**src/hw/rtl/gcbi_lerp.sv**
```systemverilog
module gcbi_lerp (
  input  logic               clk,
  input  logic               en,
  input  logic signed [31:0] v0,
  input  logic signed [31:0] v1,
  input  logic [15:0]        t,
  output logic signed [31:0] r
);
  logic signed [32:0] diff;
  logic signed [31:0] v0_1, v0_2;
  logic [15:0]        t1;
  logic signed [49:0] prod;

  // Difference, product and a floored shift-add, one register apart.
  always_ff @(posedge clk) begin
    if (en) begin
      diff <= 33'(v1) - 33'(v0);
      v0_1 <= v0;
      t1   <= t;
      prod <= diff * $signed({1'b0, t1});
      v0_2 <= v0_1;
      r    <= v0_2 + 32'(prod >>> 16);
    end
  end
endmodule

```
**config.mk**
```make
export PLATFORM = sky130hd
export DESIGN_NAME = gcbi_lerp
export DESIGN_NICKNAME = d
export VERILOG_FILES = /design/src/hw/rtl/gcbi_lerp.sv
export SDC_FILE = /design/constraint.sdc
export NUM_CORES = 1
export LEC_CHECK = 0
export ABC_AREA = 1
export CAP_MARGIN = 30
export CORE_MARGIN = 4
export CORE_UTILIZATION = 65
export CTS_CLUSTER_DIAMETER = 50
export DETAILED_ROUTE_END_ITERATION = 16
export DONT_BUFFER_PORTS = 1
export HOLD_SLACK_MARGIN = 0.15
export PLACE_DENSITY = 0.81
export SYNTH_ARGS = -nofsm -noshare
export SYNTH_HDL_FRONTEND = slang
export SYNTH_SLANG_ARGS = --single-unit
```
**constraint.sdc**
```tcl
create_clock -name clk -period 7.9 [get_ports clk]
set_clock_uncertainty 0.1 [all_clocks]
set_input_delay 0.395 -clock clk [delete_from_list [all_inputs] [get_ports clk]]
set_output_delay 0.395 -clock clk [all_outputs]
set_load 0.01 [all_outputs]
```
======== Word-level counts from Yosys, hierarchy flattened ========
Cells that the tools add are included.
word-level totals
  register bits after elaboration ......... 193
  output and inout bits ................... 32
  word-level logic and storage cells ...... 9
cells by class
  $add $sub $neg .......................... 2
  multiply operators ...................... 1
operators with widths
  kind                                            count
  33-bit by 17-bit multiplier with 48-bit output  1
  32-bit by 32-bit subtractor with 33-bit output  1
  32-bit adder                                    1

======== Depth between registers and ports, before layout ========
Gate-level depths: netlist of run 1.
  word-level depth ........................ 1
  gate-level depth with buffers ........... 29
  gate-level depth less buffers ........... 27

======== Worst setup path after synthesis of run 1 ========
OpenSTA, ideal clock, no wires.
  kind .................................... reg2reg
  start ................................... register t1[3]
  end ..................................... register prod[47], data pin
  library setup time ...................... 0.253 ns
  data arrival time ....................... 5.453 ns
  data required time ...................... 7.547 ns
  setup slack ............................. 2.094 ns
  cell stages (with the launch flop) ...... 23
  cell sequence ........................... edfxtp_1 -> clkbuf_1 -> clkbuf_1 -> nand2_1 -> fa_1 -> fa_1 -> inv_1 -> fa_1 -> fa_1 -> inv_1 -> fa_1 -> inv_1 -> fa_1 -> ha_1 -> inv_1 -> nor3_1 -> nand2_1 -> nor2_1 -> nand3_1 -> nor2_1 -> nor2_1 -> nand3_1 -> nand2_1
between the ends
  cells in the longest elaborated chain, start to end .. 1
RTL lines
  element                                         RTL line  text
  start, declared                                 11        logic [15:0] t1;
  start signal, assigned                          19        t1 <= t;
  33-bit by 17-bit multiplier with 48-bit output  20        prod <= diff * $signed({1'b0, t1});
  end signal, assigned                            20
  end, declared                                   12        logic signed [49:0] prod;
No other way between the ends.
A chain may end at the register's enable or synchronous reset.

======== Final worst setup path of run 1 ========
  start ................................... register t1[2]
  end ..................................... register prod[47], data pin
The elaborated chain is that of the path after synthesis.

==> out/metrics.yaml, run 1 <==
sta:
  setup_violations: 0
  final.min_clock_period_ps: 6750
  rsz0062_at_grt: "false"
  finalSetupTns_ps: 0
  max_freq_mhz: 148
  worst_slew_pin_slew_ps: 1030
  finalHoldWorstSlack_ps: 216
  report.final.hold_viol_count: 0
  slew_headroom_pct: 31.1
  finalCritPeriodShare_pct: 85.5
  final_max_slew_viol_count: 0
outcome:
  outcome: "finished clean"
yosys:
  ys_ff_latch: 177
  synth.cell_area_um2: 28900
  syn_area_per_cell_um2: 7.95
  synthArstFlopShare_pct: 0
  synth-seq-area-share_pct: 18.4
  synth-edff-count: 177
  synth.distinct_cells: 36
  netlist_instances: 3631
  ys_top_cells_by_area: "fa_1 (34%), edfxtp_1 (18%), inv_1 (13%), nand2_1 (13%), ha_1 (7.6%)"
  synth-main-ff-cell: "edfxtp_1"
  synth_top_area_share_pct: 34.0
  syn-num-nets: 4379
  yosysTopAreaCell: "fa_1"
  yosys.cell_count.top_type: "inv_1"
  synthTopCellsByCount: "inv_1 (1026), nand2_1 (1022), fa_1 (491), edfxtp_1 (177), ha_1 (175)"
  ys_warn_count: 0
grt:
  first_global_vias: 23393
  overflow: 0
  grt_max_degree: 178
  groute.usage.overall_pct: 33.5
  antenna_found_initial: 0
  grt_pass1_wl_um: 124000
clock_network:
  cts_tree: "built"
  clkSlewWorstSetupHoldPaths_ps: 100
  clkSinkCount: 177
  numCtsBuffers: 17
  root_buffer: "clkbuf_16"
  clock_insertion_delay_worst_skew_ps: 510
  htreeDepth: 4
  clock_path_buffers: 2
worst_setup_path:
  worstSetupPathType: "reg -> reg"
  startpoint: "t1[2]"
  reg2reg_to: "prod[47]"
  crit_path_end_kind: "flop"
  cp-endpoint: "prod[47]"
  reg2reg_depth: 20
  rrSetupSlack_ps: 1150
  cp_data_arrival_time_ps: 6910
  critPathLaunchType: "flop"
  cp_max_fo: 24
  r2r-start: "t1[2]"
  required_ps: 8060
die:
  ios: 114
  initial_core_util_pct: 66.5
  dieArea_um2: 47900
  rows: 76
  die_w_um: 219
  die_h_um: 219
  core_um2: 43500
route:
  vias_per_cell: 5.44
  drc_errors: 0
  drt_iter0_drc: 2295
  num_vias: 22790
  ant_nets: 0
  wire_per_inst_um: 18.2
  dr.pass1.iters: 6
  drt-total-wl_um: 76500
place:
  hpwl_um: 62000
  numPlacedInstances: 4110
  portBuffers: 0
  gp_congestion: 0.996
  dpl_cell_area_um2: 29300
hold_path:
  hold_class: "in -> reg"
  min_from: "v1[31]"
  hold_depth: 3
final_layout:
  nNetsFinal: 4342
  drive_gt1_share_pct: 2.11
  layout-area-overhead-vs-synth_pct: 5.20
  fillers: 3509
  design_area_um2: 30400
  antennaDiodeCount: 0
  layout.cells.non_filler: 4192
flow_run:
  drv_cap: 0
[logic make-up after synthesis]
group	after synthesis	synth area share, %
flops	177	18.4
xor+xnor	62	1.88
compound gates	231	4.52
simple gates	1340	18.6
buf+inv	1155	15.0
fa+ha+maj	666	41.6
[metal layers]
layer	part of all wire, %	vias up	GRT usage [%]
li1	-	10507	-
met1	41	11060	46.5
met2	47	1062	54.7
met3	8.9	161	5.69
met4	2.9	0	10.3
met5	0	-	0
[layout make-up]
type	count	area, µm²	share of cell area [%]
clock buffers	17	425	1.40
clock inverters	15	153	0.502
inverters	1030	3870	12.7
multi-input cells	2299	19200	63.3
flip-flops and latches	177	5320	17.5
well taps	585	732	2.41
repair buffers	69	661	2.17
[sequential cells by signal, indices dropped and copies added, names as in the netlist]
| signal | cells |
|---|---|
| prod | 32 |
| diff | 33 |
| r | 32 |
| v0_1 | 32 |
| v0_2 | 32 |
| t1 | 16 |
[cells in the final DEF (no fill, tap or decap), types with 11 or more instances in the layout]
master            n
a21oi_1         116
buf_4            19
clkbuf_16        17
dlygate4sd3_1    49
edfxtp_1        177
fa_1            491
ha_1            175
inv_1          1026
nand2_1        1022
nand3_1          95
nand4_1          19
nor2_1          155
nor3_1           11
o21ai_0          53
o21bai_1         28
xnor2_1          12
xor2_1           50
[how the worst min path moves through the flow]
stage                          end  slack (ps)
after floorplan            v0_2[0]         300
after global placement    v0_2[25]         300
after detailed placement  v0_2[13]         300
after CTS                  diff[6]         200
after global routing       diff[1]         220
final                     diff[31]         220
[repair_timing]
action / CTS / global route
buffers inserted: 0 / 0
hold endpoints to repair: 227 / 0
resized for setup: 0 / 0
hold buffers: 50 / 0
endpoints found under the setup margin: 0 / 0
[per-stage QoR]
step | util (%) | setup slack, ps
CTS | 69.9 | 1220
finish | 69.9 | 1150
global placement | 67.4 | 1420
global route | 69.9 | 807
floorplan | - | 2090
detailed placement | 67.4 | 1260
[critical path, stage by stage (launching register included)]
cell	delay, ps
edfxtp_1	970
nand2_1	280
fa_1	710
fa_1	710
inv_1	190
fa_1	430
fa_1	550
inv_1	50
fa_1	530
inv_1	50
fa_1	440
ha_1	390
inv_1	100
nor3_1	270
nand2_1	110
nor2_1	150
nand3_1	130
nor2_1	130
nor2_1	50
nand3_1	60
nand2_1	50
Power of run 1 is left out: the tool's default activity adds up to more than one toggle a clock period on the data nets, which glitch-free logic cannot reach.
==> run 2: changes to the inputs <==
--- a/config.mk
+++ b/config.mk
@@ -13,7 +13,7 @@
 export DETAILED_ROUTE_END_ITERATION = 16
 export DONT_BUFFER_PORTS = 1
 export HOLD_SLACK_MARGIN = 0.15
-export PLACE_DENSITY = 0.81
+export PLACE_DENSITY_LB_ADDON = 0.05
 export SYNTH_ARGS = -nofsm -noshare
 export SYNTH_HDL_FRONTEND = slang
 export SYNTH_SLANG_ARGS = --single-unit
==> run 2 against run 1 <==
Against the previous run:
- global-route usage up 2.4 points
- hold slack worse by 43 ps
- routed wire length grew 7.2%
- fmax decreased by 1.2%
- non-clock buffer count grew 4
- critical path depth down 1
- clock-buffer cell count unchanged
- sequential share of layout area decreased by 0.066 points
- critical endpoint is now prod[41]
==> out/metrics.yaml, run 2 (same netlist as run 1, synthesis figures left out) <==
outcome:
  outcome: "finished clean"
sta:
  worst_slew_pin_slew_ps: 1190
  setup_ws_ps: 1060
  finalSetupTns_ps: 0
  rsz0062_at_grt: "false"
  setup_violations: 0
  report.final.hold_viol_count: 0
  slew_headroom_pct: 20.5
  final_max_slew_viol_count: 0
  finalCritPeriodShare_pct: 86.6
  max_freq_mhz: 146
  final.min_clock_period_ps: 6840
final_layout:
  final_common_cell: "inv_1"
  drive_gt1_share_pct: 2.22
  antennaDiodeCount: 0
  largest_register_ff_count: 33
  fillers: 3501
  layout-area-overhead-vs-synth_pct: 5.60
  layout.cells.non_filler: 4196
  largest_register: "diff"
  layout_common_cells: "inv_1 (1026), nand2_1 (1022), fa_1 (491), edfxtp_1 (177), ha_1 (175)"
  nNetsFinal: 4346
route:
  drt_iter0_drc: 1988
  drc_errors: 0
  wire_per_inst_um: 19.5
  drt-total-wl_um: 82000
  vias_per_cell: 5.54
  num_vias: 23234
  dr.pass1.iters: 5
  ant_nets: 0
clock_network:
  clkSlewWorstSetupHoldPaths_ps: 90
  htreeDepth: 4
  clkSinkCount: 177
  post_cts_resized: 0
  clock_path_buffers: 2
  cts_tree: "built"
  clock_insertion_delay_worst_skew_ps: 490
  numCtsBuffers: 17
  root_buffer: "clkbuf_16"
grt:
  groute.usage.overall_pct: 35.8
  grt_pass1_wl_um: 132000
  antenna_found_initial: 0
  overflow: 0
  grt_max_degree: 178
  first_global_vias: 24656
worst_setup_path:
  required_ps: 8050
  critPathLaunchType: "flop"
  path_delay_family: "adder cells"
  cp_max_fo: 21
  critPathBufInv: 4
  cp_cell_sequence: "buf_4, nand2_1, fa_1, fa_1, inv_1, fa_1, fa_1, fa_1, inv_1, fa_1, inv_1, ha_1, nand2_1, nor2_1, nand2_1, nor2_1, nand3_1, nand4_1, nand2_1"
  slowest_delay_ps: 940
  crit_path_frequent_cell: "fa_1"
  cp_data_arrival_time_ps: 6990
  crit_path_end_kind: "flop"
  worstSetupPathType: "reg -> reg"
  critPathSlowestCell: "edfxtp_1"
place:
  hpwl_um: 67900
  portBuffers: 0
  gp_congestion: 0.979
  numPlacedInstances: 4112
  pre_cts_slack_ps: 1240
die:
  die_w_um: 219
  core_um2: 43500
  rows: 76
  ios: 114
  die_h_um: 219
  initial_core_util_pct: 66.5
  dieArea_um2: 47900
flow_run:
  drv_cap: 0
hold_path:
  hold_class: "in -> reg"
==> run 2: worst paths after layout <==
kind	from	endpoint	slack, ps	cells after the start
max	t1[5]	prod[41]	1060	19
min	v0[1]	diff[1]	170	2
max reg2reg	t1[5]	prod[41]	1060	19
min reg2reg	v0_1[23]	v0_2[23]	320	0
==> run 2: repair_timing <==
action,4_1_cts,5_1_grt
hold endpoints to repair,226,0
hold buffers,50,0
buffers inserted,0,0
==> run 2: area by class of cell <==
type | count | area [µm²] | share of cell area, %
multi-input cells | 2299 | 19200 | 63.1
flip-flops and latches | 177 | 5320 | 17.4
inverters | 1030 | 3870 | 12.7
well taps | 585 | 732 | 2.40
repair buffers | 73 | 731 | 2.40
clock buffers | 17 | 425 | 1.39
clock inverters | 15 | 198 | 0.648
==> run 2: worst reg2reg max path: stages, from the launching register on <==
cell	delay [ps]
edfxtp_1	940
buf_4	360
nand2_1	160
fa_1	560
fa_1	650
inv_1	210
fa_1	500
fa_1	510
fa_1	500
inv_1	50
fa_1	490
inv_1	50
ha_1	390
nand2_1	130
nor2_1	270
nand2_1	160
nor2_1	190
nand3_1	190
nand4_1	140
nand2_1	60
==> run 2: layer usage <==
layer  part of all wire (%)  vias up  global-route usage [%]  routed length [µm]
met1                     39    11280                    47.1               32100
met2                     48     1150                    59.2               39200
met5                      0        -                       0                   0
met3                    8.3      294                    6.66                6800
li1                       -    10510                       -                   -
met4                    4.7        0                    14.9                3890
==> run 2: metrics by stage <==
step,instance area [µm²],hold WS [ps],util (%)
2_1_floorplan,28900,300,-
3_3_place_gp,29300,304,67.4
3_5_place_dp,29300,305,67.4
4_1_cts,30400,159,70.1
5_1_grt,30500,179,70.2
6_report,30500,173,70.2
Power of run 2 is left out for the same reason.
